File: src/hdl/audio_peak_rms_level_meter_unit_macros.svh
// assertion macros for the level meter unit
// no dependencies; included by files that carry concurrent assertions
`ifndef AUDIO_PEAK_RMS_LEVEL_METER_UNIT_MACROS_SVH
`define AUDIO_PEAK_RMS_LEVEL_METER_UNIT_MACROS_SVH
`ifndef ASSERT_OFF
// plain property, disabled while reset is low
`define APLM_ASSERT(lbl, clk, rst_n, prop, msg) \
    lbl: assert property (@(posedge clk) disable iff (!rst_n) (prop)) else $error(msg);
// same-cycle implication, disabled while reset is low
`define APLM_ASSERT_IMPL(lbl, clk, rst_n, ante, cons, msg) \
    lbl: assert property (@(posedge clk) disable iff (!rst_n) (ante) |-> (cons)) else $error(msg);
`else
`define APLM_ASSERT(lbl, clk, rst_n, prop, msg)
`define APLM_ASSERT_IMPL(lbl, clk, rst_n, ante, cons, msg)
`endif
`endif

File: src/hdl/aplm_pkg.sv
// shared types and constants for the level meter unit
// no dependencies
package aplm_pkg;

    localparam int SUM_BITS = 64;
    localparam int ALU_BITS = SUM_BITS + 1;
    localparam int THR_BITS = 23;
    localparam int CMP_BITS = 33;
    localparam int ITER_BITS = 6;

    localparam logic [THR_BITS-1:0] THR_RESET = 23'd84;

    localparam logic [1:0] CMD_ACCUM  = 2'd0;
    localparam logic [1:0] CMD_REPORT = 2'd1;
    localparam logic [1:0] CMD_CLEAR  = 2'd2;

    localparam logic [1:0] VERDICT_SIGNAL  = 2'd0;
    localparam logic [1:0] VERDICT_INVALID = 2'd1;
    localparam logic [1:0] VERDICT_SILENT  = 2'd2;

    typedef struct packed {
        logic                ge;
        logic [ALU_BITS-1:0] diff;
    } t_alu_res;

endpackage

File: src/hdl/aplm_cmpsub.sv
// shared compare-and-subtract unit, used by the divide and square root steps
// depends on aplm_pkg
module aplm_cmpsub
    import aplm_pkg::*;
(
    input  logic [ALU_BITS-1:0] i_a,
    input  logic [ALU_BITS-1:0] i_b,
    output t_alu_res            o_res
);

    logic [ALU_BITS:0] w_diff;

    // borrow out of the extended subtract gives a < b
    assign w_diff     = {1'b0, i_a} - {1'b0, i_b};
    assign o_res.ge   = ~w_diff[ALU_BITS];
    assign o_res.diff = w_diff[ALU_BITS-1:0];

endmodule

File: src/hdl/audio_peak_rms_level_meter_unit.sv
// channel   | handshake               | payload
// ----------+-------------------------+------------------------------------------------
// input     | i_in_valid / o_in_ready | i_cmd i_sample i_sample_invalid i_frame_start
//           |                         | i_frame_silent
// result    | o_out_valid/i_out_ready | o_peak_level o_rms_level o_frames_seen
//           |                         | o_silent_frames_seen o_invalid_samples_seen o_verdict
// config    | i_cfg_we                | i_cfg_wdata
//
// accumulate steps through capture, multiply and add; clear and unused commands finish in capture
// report runs 64 restoring divide steps and 32 square root steps, both on the
// one compare-subtract unit, plus capture and result load; just capture and load with no valid sample
// the result register frees the input side; a report waits only if the previous one is held
// synchronous active-low reset zeroes the accumulators and sets the threshold to 84
// top level of the level meter; depends on aplm_pkg, aplm_cmpsub and the macro header
`include "audio_peak_rms_level_meter_unit_macros.svh"
module audio_peak_rms_level_meter_unit
    import aplm_pkg::*;
#(
    parameter int SAMPLE_BITS = 24,
    parameter int COUNT_BITS  = 40
) (
    input  logic                   i_clk,
    input  logic                   i_rst_n,
    input  logic                   i_cfg_we,
    input  logic [THR_BITS-1:0]    i_cfg_wdata,
    input  logic                   i_in_valid,
    output logic                   o_in_ready,
    input  logic [1:0]             i_cmd,
    input  logic signed [SAMPLE_BITS-1:0] i_sample,
    input  logic                   i_sample_invalid,
    input  logic                   i_frame_start,
    input  logic                   i_frame_silent,
    output logic                   o_out_valid,
    input  logic                   i_out_ready,
    output logic [SAMPLE_BITS-1:0] o_peak_level,
    output logic [SAMPLE_BITS-1:0] o_rms_level,
    output logic [COUNT_BITS-1:0]  o_frames_seen,
    output logic [COUNT_BITS-1:0]  o_silent_frames_seen,
    output logic [COUNT_BITS-1:0]  o_invalid_samples_seen,
    output logic [1:0]             o_verdict
);

    localparam logic [SUM_BITS-1:0] RMS_FULL = SUM_BITS'(1) << (SAMPLE_BITS - 1);
    localparam logic [SUM_BITS-1:0] BIT_TOP  = SUM_BITS'(1) << (SUM_BITS - 2);

    typedef enum logic [2:0] {
        S_IDLE, S_MUL, S_ADD, S_DIV, S_SQRT, S_DONE
    } t_state;

    function automatic logic [COUNT_BITS-1:0] sat_inc(input logic [COUNT_BITS-1:0] v);
        return (&v) ? v : v + COUNT_BITS'(1);
    endfunction

    t_state                  r_state, n_state;
    logic [THR_BITS-1:0]     r_thr, n_thr;
    logic [SAMPLE_BITS-1:0]  r_peak, n_peak;
    logic [SUM_BITS-1:0]     r_sum, n_sum;
    logic [COUNT_BITS-1:0]   r_valid_cnt, n_valid_cnt;
    logic [COUNT_BITS-1:0]   r_inv_cnt, n_inv_cnt;
    logic [COUNT_BITS-1:0]   r_frame_cnt, n_frame_cnt;
    logic [COUNT_BITS-1:0]   r_silent_cnt, n_silent_cnt;
    logic [SAMPLE_BITS-1:0]  r_mag, n_mag;
    logic                    r_inv, n_inv;
    logic                    r_fstart, n_fstart;
    logic                    r_fsilent, n_fsilent;
    logic [SUM_BITS-1:0]     r_sq, n_sq;
    logic [ALU_BITS-1:0]     r_rem, n_rem;
    logic [SUM_BITS-1:0]     r_quo, n_quo;
    logic [SUM_BITS-1:0]     r_root, n_root;
    logic [SUM_BITS-1:0]     r_bit, n_bit;
    logic [ITER_BITS-1:0]    r_iter, n_iter;
    logic                    r_out_valid, n_out_valid;
    logic [SAMPLE_BITS-1:0]  r_o_peak, n_o_peak;
    logic [SAMPLE_BITS-1:0]  r_o_rms, n_o_rms;
    logic [COUNT_BITS-1:0]   r_o_frames, n_o_frames;
    logic [COUNT_BITS-1:0]   r_o_silent, n_o_silent;
    logic [COUNT_BITS-1:0]   r_o_inv, n_o_inv;
    logic [1:0]              r_o_verdict, n_o_verdict;

    logic [SAMPLE_BITS-1:0]   w_in_mag;
    logic [2*SAMPLE_BITS-1:0] w_prod;
    logic [SUM_BITS:0]        w_sum_ext;
    logic [ALU_BITS-1:0]      w_div_shift;
    logic [ALU_BITS-1:0]      w_divisor;
    logic [ALU_BITS-1:0]      w_alu_a, w_alu_b;
    t_alu_res                 w_alu;
    logic                     w_below_thr;

    // magnitude of the most negative code still fits unsigned in the sample width
    assign w_in_mag    = i_sample[SAMPLE_BITS-1] ? (~i_sample + SAMPLE_BITS'(1)) : i_sample;
    assign w_prod      = r_mag * r_mag;
    assign w_sum_ext   = {1'b0, r_sum} + {1'b0, r_sq};
    assign w_div_shift = {r_rem[ALU_BITS-2:0], r_quo[SUM_BITS-1]};
    assign w_divisor   = ALU_BITS'(r_valid_cnt);
    assign w_below_thr = CMP_BITS'(r_peak) < CMP_BITS'(r_thr);

    always_comb begin
        if (r_state == S_SQRT) begin
            w_alu_a = {1'b0, r_quo};
            w_alu_b = {1'b0, r_root | r_bit};
        end else begin
            w_alu_a = w_div_shift;
            w_alu_b = w_divisor;
        end
    end

    aplm_cmpsub u_cmpsub (
        .i_a   (w_alu_a),
        .i_b   (w_alu_b),
        .o_res (w_alu)
    );

    always_comb begin
        n_state      = r_state;
        n_thr        = r_thr;
        n_peak       = r_peak;
        n_sum        = r_sum;
        n_valid_cnt  = r_valid_cnt;
        n_inv_cnt    = r_inv_cnt;
        n_frame_cnt  = r_frame_cnt;
        n_silent_cnt = r_silent_cnt;
        n_mag        = r_mag;
        n_inv        = r_inv;
        n_fstart     = r_fstart;
        n_fsilent    = r_fsilent;
        n_sq         = r_sq;
        n_rem        = r_rem;
        n_quo        = r_quo;
        n_root       = r_root;
        n_bit        = r_bit;
        n_iter       = r_iter;
        n_out_valid  = r_out_valid & ~i_out_ready;
        n_o_peak     = r_o_peak;
        n_o_rms      = r_o_rms;
        n_o_frames   = r_o_frames;
        n_o_silent   = r_o_silent;
        n_o_inv      = r_o_inv;
        n_o_verdict  = r_o_verdict;

        if (i_cfg_we) begin
            n_thr = i_cfg_wdata;
        end

        unique case (r_state)
            S_IDLE: begin
                if (i_in_valid) begin
                    unique case (i_cmd)
                        CMD_ACCUM: begin
                            n_mag     = w_in_mag;
                            n_inv     = i_sample_invalid;
                            n_fstart  = i_frame_start;
                            n_fsilent = i_frame_silent;
                            n_state   = S_MUL;
                        end
                        CMD_REPORT: begin
                            if (r_valid_cnt == '0) begin
                                n_root  = '0;
                                n_state = S_DONE;
                            end else begin
                                n_rem   = '0;
                                n_quo   = r_sum;
                                n_iter  = ITER_BITS'(SUM_BITS - 1);
                                n_state = S_DIV;
                            end
                        end
                        CMD_CLEAR: begin
                            n_peak       = '0;
                            n_sum        = '0;
                            n_valid_cnt  = '0;
                            n_inv_cnt    = '0;
                            n_frame_cnt  = '0;
                            n_silent_cnt = '0;
                        end
                        default: ;
                    endcase
                end
            end
            S_MUL: begin
                n_sq    = SUM_BITS'(w_prod);
                n_state = S_ADD;
            end
            S_ADD: begin
                if (r_fstart) begin
                    n_frame_cnt = sat_inc(r_frame_cnt);
                    if (r_fsilent) begin
                        n_silent_cnt = sat_inc(r_silent_cnt);
                    end
                end
                if (r_inv) begin
                    n_inv_cnt = sat_inc(r_inv_cnt);
                end else begin
                    if (r_mag > r_peak) begin
                        n_peak = r_mag;
                    end
                    n_sum       = w_sum_ext[SUM_BITS] ? '1 : w_sum_ext[SUM_BITS-1:0];
                    n_valid_cnt = sat_inc(r_valid_cnt);
                end
                n_state = S_IDLE;
            end
            S_DIV: begin
                // restoring divide, one quotient bit a cycle
                n_rem  = w_alu.ge ? w_alu.diff : w_div_shift;
                n_quo  = {r_quo[SUM_BITS-2:0], w_alu.ge};
                n_iter = r_iter - ITER_BITS'(1);
                if (r_iter == '0) begin
                    n_root  = '0;
                    n_bit   = BIT_TOP;
                    n_iter  = ITER_BITS'(SUM_BITS / 2 - 1);
                    n_state = S_SQRT;
                end
            end
            S_SQRT: begin
                // root and bit never overlap, so or stands in for the add
                if (w_alu.ge) begin
                    n_quo  = w_alu.diff[SUM_BITS-1:0];
                    n_root = (r_root >> 1) | r_bit;
                end else begin
                    n_root = r_root >> 1;
                end
                n_bit  = r_bit >> 2;
                n_iter = r_iter - ITER_BITS'(1);
                if (r_iter == '0) begin
                    n_state = S_DONE;
                end
            end
            S_DONE: begin
                if (!r_out_valid || i_out_ready) begin
                    n_out_valid = 1'b1;
                    n_o_peak    = r_peak;
                    n_o_rms     = (r_root > RMS_FULL) ? RMS_FULL[SAMPLE_BITS-1:0]
                                                      : r_root[SAMPLE_BITS-1:0];
                    n_o_frames  = r_frame_cnt;
                    n_o_silent  = r_silent_cnt;
                    n_o_inv     = r_inv_cnt;
                    if (r_inv_cnt != '0) begin
                        n_o_verdict = VERDICT_INVALID;
                    end else if (r_frame_cnt == '0 || w_below_thr) begin
                        n_o_verdict = VERDICT_SILENT;
                    end else begin
                        n_o_verdict = VERDICT_SIGNAL;
                    end
                    n_state = S_IDLE;
                end
            end
            default: n_state = S_IDLE;
        endcase
    end

    always_ff @(posedge i_clk) begin
        if (!i_rst_n) begin
            r_state      <= S_IDLE;
            r_thr        <= THR_RESET;
            r_peak       <= '0;
            r_sum        <= '0;
            r_valid_cnt  <= '0;
            r_inv_cnt    <= '0;
            r_frame_cnt  <= '0;
            r_silent_cnt <= '0;
            r_out_valid  <= 1'b0;
        end else begin
            r_state      <= n_state;
            r_thr        <= n_thr;
            r_peak       <= n_peak;
            r_sum        <= n_sum;
            r_valid_cnt  <= n_valid_cnt;
            r_inv_cnt    <= n_inv_cnt;
            r_frame_cnt  <= n_frame_cnt;
            r_silent_cnt <= n_silent_cnt;
            r_out_valid  <= n_out_valid;
        end
        r_mag       <= n_mag;
        r_inv       <= n_inv;
        r_fstart    <= n_fstart;
        r_fsilent   <= n_fsilent;
        r_sq        <= n_sq;
        r_rem       <= n_rem;
        r_quo       <= n_quo;
        r_root      <= n_root;
        r_bit       <= n_bit;
        r_iter      <= n_iter;
        r_o_peak    <= n_o_peak;
        r_o_rms     <= n_o_rms;
        r_o_frames  <= n_o_frames;
        r_o_silent  <= n_o_silent;
        r_o_inv     <= n_o_inv;
        r_o_verdict <= n_o_verdict;
    end

    assign o_in_ready             = (r_state == S_IDLE);
    assign o_out_valid            = r_out_valid;
    assign o_peak_level           = r_o_peak;
    assign o_rms_level            = r_o_rms;
    assign o_frames_seen          = r_o_frames;
    assign o_silent_frames_seen   = r_o_silent;
    assign o_invalid_samples_seen = r_o_inv;
    assign o_verdict              = r_o_verdict;

    `APLM_ASSERT_IMPL(a_rem_below_divisor, i_clk, i_rst_n, r_state == S_DIV, r_rem < w_divisor, "divide remainder not below divisor")
    `APLM_ASSERT_IMPL(a_root_bit_disjoint, i_clk, i_rst_n, r_state == S_SQRT, (r_root & r_bit) == '0, "square root partial overlaps bit")
    `APLM_ASSERT(a_peak_in_range, i_clk, i_rst_n, SUM_BITS'(r_peak) <= RMS_FULL, "peak above full scale")
    `APLM_ASSERT_IMPL(a_result_from_done, i_clk, i_rst_n, $rose(r_out_valid), $past(r_state) == S_DONE, "result raised outside result load")

endmodule
File: config.mk
export PLATFORM = sky130hd
export DESIGN_NAME = audio_peak_rms_level_meter_unit
export DESIGN_NICKNAME = d
export VERILOG_FILES = /design/src/hdl/aplm_pkg.sv /design/src/hdl/aplm_cmpsub.sv /design/src/hdl/audio_peak_rms_level_meter_unit.sv
export VERILOG_INCLUDE_DIRS = /design/src /design/src/hdl
export SDC_FILE = /design/constraint.sdc
export NUM_CORES = 2
export LEC_CHECK = 0
export BUFFER_PORTS_ARGS = -buffer_cell sky130_fd_sc_hd__buf_2
export CELL_PAD_IN_SITES_DETAIL_PLACEMENT = 0
export CELL_PAD_IN_SITES_GLOBAL_PLACEMENT = 1
export CORE_ASPECT_RATIO = 2
export CORE_MARGIN = 1
export CORE_UTILIZATION = 50
export DETAILED_ROUTE_END_ITERATION = 7
export MAX_ROUTING_LAYER = met4
export PLACE_DENSITY_LB_ADDON = 0.1
export SLEW_MARGIN = 10
export SYNTH_ARGS = -nofsm -noshare
export SYNTH_HDL_FRONTEND = slang
export SYNTH_SLANG_ARGS = --single-unit
File: constraint.sdc
create_clock -name i_clk -period 12.09 [get_ports i_clk]
set_clock_uncertainty 0.2 [all_clocks]
set_input_delay 0 -clock i_clk [delete_from_list [all_inputs] [get_ports i_clk]]
set_output_delay 0 -clock i_clk [all_outputs]
set_load 0.1 [all_outputs]
==> run metrics <==
Gate power share=61.2%; area leader, netlist=edfxtp_1; Synth Net Count=6517; P_int=7.98 mW; slowest CP cell=edfxtp_1; CP Capture Type=flip-flop; fmax=120 MHz; Row Count=172; insertion delay of the later-clocked pin in the worst-skew pair=0.69 ns; dominant synthesized flop cell=edfxtp_1; CTS tree=built; pre-CTS setup slack=3.79 ns; Root Buffer=clkbuf_16; die width=237 microns; Slew HR=15.4%; core area=110000 sq um; share of cells above drive strength 1=8.09%; IO Port Bufs=228; total track usage=30.2%; Seq pwr share=22.5%; initial antenna violation count=3; hold slack=0.118 ns; Yosys warning total=0; Clock Pin Slew Worst Setup and Hold Paths=0.07 ns; first-pass GRT wire length=251000 microns; Worst path max stage delay=0.83 ns; worst-path fanout max=14; Antenna Nets Post-Route=0; Post-CTS Setup Bufs=0; DIE AREA=112000 sq um; maximum VDD drop=0.443 mV; gr ovfl total=0; share of the synthesized area in the top cell type=25.7%; filler instances=9715; I/O Pins=229; worst hold path class=primary input to flip-flop; drt wl/cell=22.2 microns; Synth async-reset ratio=0%; final hold violations=0; slew at the pin closest to its max-slew limit=1.27 ns; cts repair resizes=0; Num CTS Buffers=71; vias per inst=5.76; Die Ht=472 microns; Initial DRC Count=2030; DR vias=42500; Arr. time, crit path=8.57 ns; clk sinks=748; GP Congestion=0.994; top cells by area, synth=edfxtp_1 26%, fa_1 16%, dfxtp_1 10%; Pre-antenna DRT Iters=5; Net Switching=6.73 mW; DRC viols=0; # setup viols final=0; post-route minimum period=8.36 ns; # hold bufs at CTS=142; WS Path Type=flip-flop to flip-flop; H-tree depth=3; Unique masters post-synth=97; fin util=56.2%; Cell Area, Synth=55200 sq um; largest net degree at the start of global routing=96; Final period util=69.1%; Synth Area per Inst=9.71 sq um; type of origin of the critical path=flip-flop; Seq/Total Area, Yosys=35.7%; vias in the first global route=44700; RSZ-0062 raised after global routing=no; fin cells=7379; clk buf depth=3; crit-path most repeated cell=inv_1; sw frac=45.7%; Max Cap Viol=0; P_leak=26.1 nW; Area Growth Syn to Fin=11.5%; Syn Inst Count=5687; critical path required time=12.30 ns; final net count=6755; pwr dens=239 nW/um^2; flops & latches, synth=748; drt total wl=164000 microns; Initial Util=50.4%; fin. max-slew vios=0; Post-Place Cells=7102; Clk pwr share=16.3%; status=completed; Final Worst Setup Slack=3.73 ns; DP HPWL=126000 microns; Post-synth EDFFs=473; setup TNS=0 ns
-- cells in the mapped netlist, types with 5 or more instances --
library cell  count
nor3b_1           9
edfxtp_1        473
inv_1           702
nor4_1           55
o31ai_1          52
o41ai_1           6
a31oi_1          31
nor4b_1           5
a21oi_1         239
nand2_1         648
nand3_1         151
o31ai_2          18
or4_1            13
xnor2_1         151
a21o_1          110
a21boi_0         11
and2_1          159
ha_1            339
nor2b_1          53
mux2i_1          68
nand2b_1         28
and3_1          124
nor2_1          271
dfxtp_1         275
a211o_1           6
or3_1            55
fa_1            434
a22o_1           19
nand3b_1          6
or2_2             8
clkbuf_1        232
xor2_1          153
buf_1             6
o211ai_1         19
o21ai_0         261
a311oi_1          5
nand4_1         153
o21bai_1         27
o21a_1           27
o21ai_1           9
a22oi_1          62
a211oi_1         20
buf_2            24
nor3_1           53
and4_1           22
-- stage by stage --
step           area, sq um  total power [mW]
2_1_floorplan        55200              9.74
3_3_place_gp         57700              12.3
3_5_place_dp         57700              12.4
4_1_cts              61600              14.9
5_1_grt              61600              15.8
6_report             61600              14.7
-- sequential cells by signal, indices dropped and copies added (netlist names), 6 cells and up --
name and flops:
r_sq 47, o_silent_frames_seen 40, r_quo 64, o_rms_level 24, o_frames_seen 40, r_root 63
r_rem 64, r_silent_cnt 40, o_invalid_samples_seen 40, r_mag 24, r_sum 64, r_peak 24
r_inv_cnt 40, r_valid_cnt 40, r_frame_cnt 40, r_thr 23, o_peak_level 24, r_bit 32
r_iter 6
-- cells in the final DEF (no fill, tap or decap), drive strengths merged, types with 10 or more instances in the layout --
cell         synthesis  final
inv                702    710
nor3b               10     10
buf                 35    291
fa                 434    434
o21ai              271    271
nor2               274    274
dlygate4sd3          0    142
and2               160    160
xor2               153    153
nor3                54     54
a21boi              14     14
edfxtp             473    473
nand2              648    648
dfxtp              275    275
a22o                19     19
nor2b               53     53
nand3              152    152
a21o               110    110
and4                22     22
nand2b              28     28
a21oi              239    239
o21a                28     28
a31oi               31     31
a211oi              22     22
nor4                57     57
a22oi               62     62
ha                 339    339
and3               124    124
xnor2              151    151
o21bai              27     27
o31ai               70     70
or3                 55     55
mux2i               68     68
nand4              153    153
clkbuf             233     90
clkinv               0     23
o211ai              19     19
or4                 14     14
-- area by class of cell --
class	instances	area (sq um)	area share (%)
multi-input combinational	3969	31900	51.9
sequential	748	19700	32.0
timing repair buffer	433	3040	4.93
inverter	702	2640	4.28
clock buffer	90	1910	3.10
tap	1392	1740	2.83
clock inverter	42	568	0.923
antenna	3	7.51	0.0122
-- worst max-delay path: cells and delay by family (launching register included) --
| family | cells | cell delay (ns) |
|---|---|---|
| xor gates and xnor gates | 1 | 0.13 |
| AOI/OAI and AO/OA | 5 | 1.33 |
| and+or+nand+nor | 3 | 0.72 |
| buffers and inverters | 9 | 0.84 |
| DFF | 1 | 0.83 |
| adders and majority gates | 8 | 4.02 |
-- final timing paths --
kind                          from                       end  slack (ns)  cells after the start
setup / recovery          r_mag[8]                  r_sq[40]        3.73                     26
hold / removal             i_rst_n                 r_sum[48]        0.12                      3
setup reg to reg          r_mag[8]                  r_sq[40]        3.73                     26
hold reg to reg   r_silent_cnt[29]  o_silent_frames_seen[29]        0.27                      0
-- per-layer routing --
layer  GRT usage [%]  vias up  wire length (microns)  share of wire [%]
met4            17.9        0                  10600                6.5
met5               -        -                      0                  0
met2            59.0     1044                  93300                 57
li1                -    19900                      -                  -
met3            3.02      435                   5030                3.1
met1            27.8    21100                  54600                 33
-- power by group through the flow --
stage | logic [mW] | clock network [mW] | registers, mW
6_report | 9.00 | 2.40 | 3.31
5_1_grt | 9.94 | 2.54 | 3.31
4_1_cts | 9.11 | 2.45 | 3.31
3_5_place_dp | 9.01 | 0 | 3.36
3_3_place_gp | 8.93 | 0 | 3.36
2_1_floorplan | 6.40 | 0 | 3.34
-- cell families (layout without fill, tap and decap cells) --
| logic type | Yosys count | in the layout | synth area share [%] |
|---|---|---|---|
| xor gates and xnor gates | 304 | 304 | 4.82 |
| muxes | 69 | 69 | 1.25 |
| adders and majority gates | 773 | 773 | 23.4 |
| DFF | 748 | 748 | 35.7 |
| AOI/OAI and AO/OA | 991 | 991 | 11.7 |
| and+or+nand+nor | 1832 | 1832 | 16.4 |
| other | 0 | 3 | 0 |
| buffers and inverters | 970 | 1267 | 6.71 |
(Power assumes the default switching activity.)
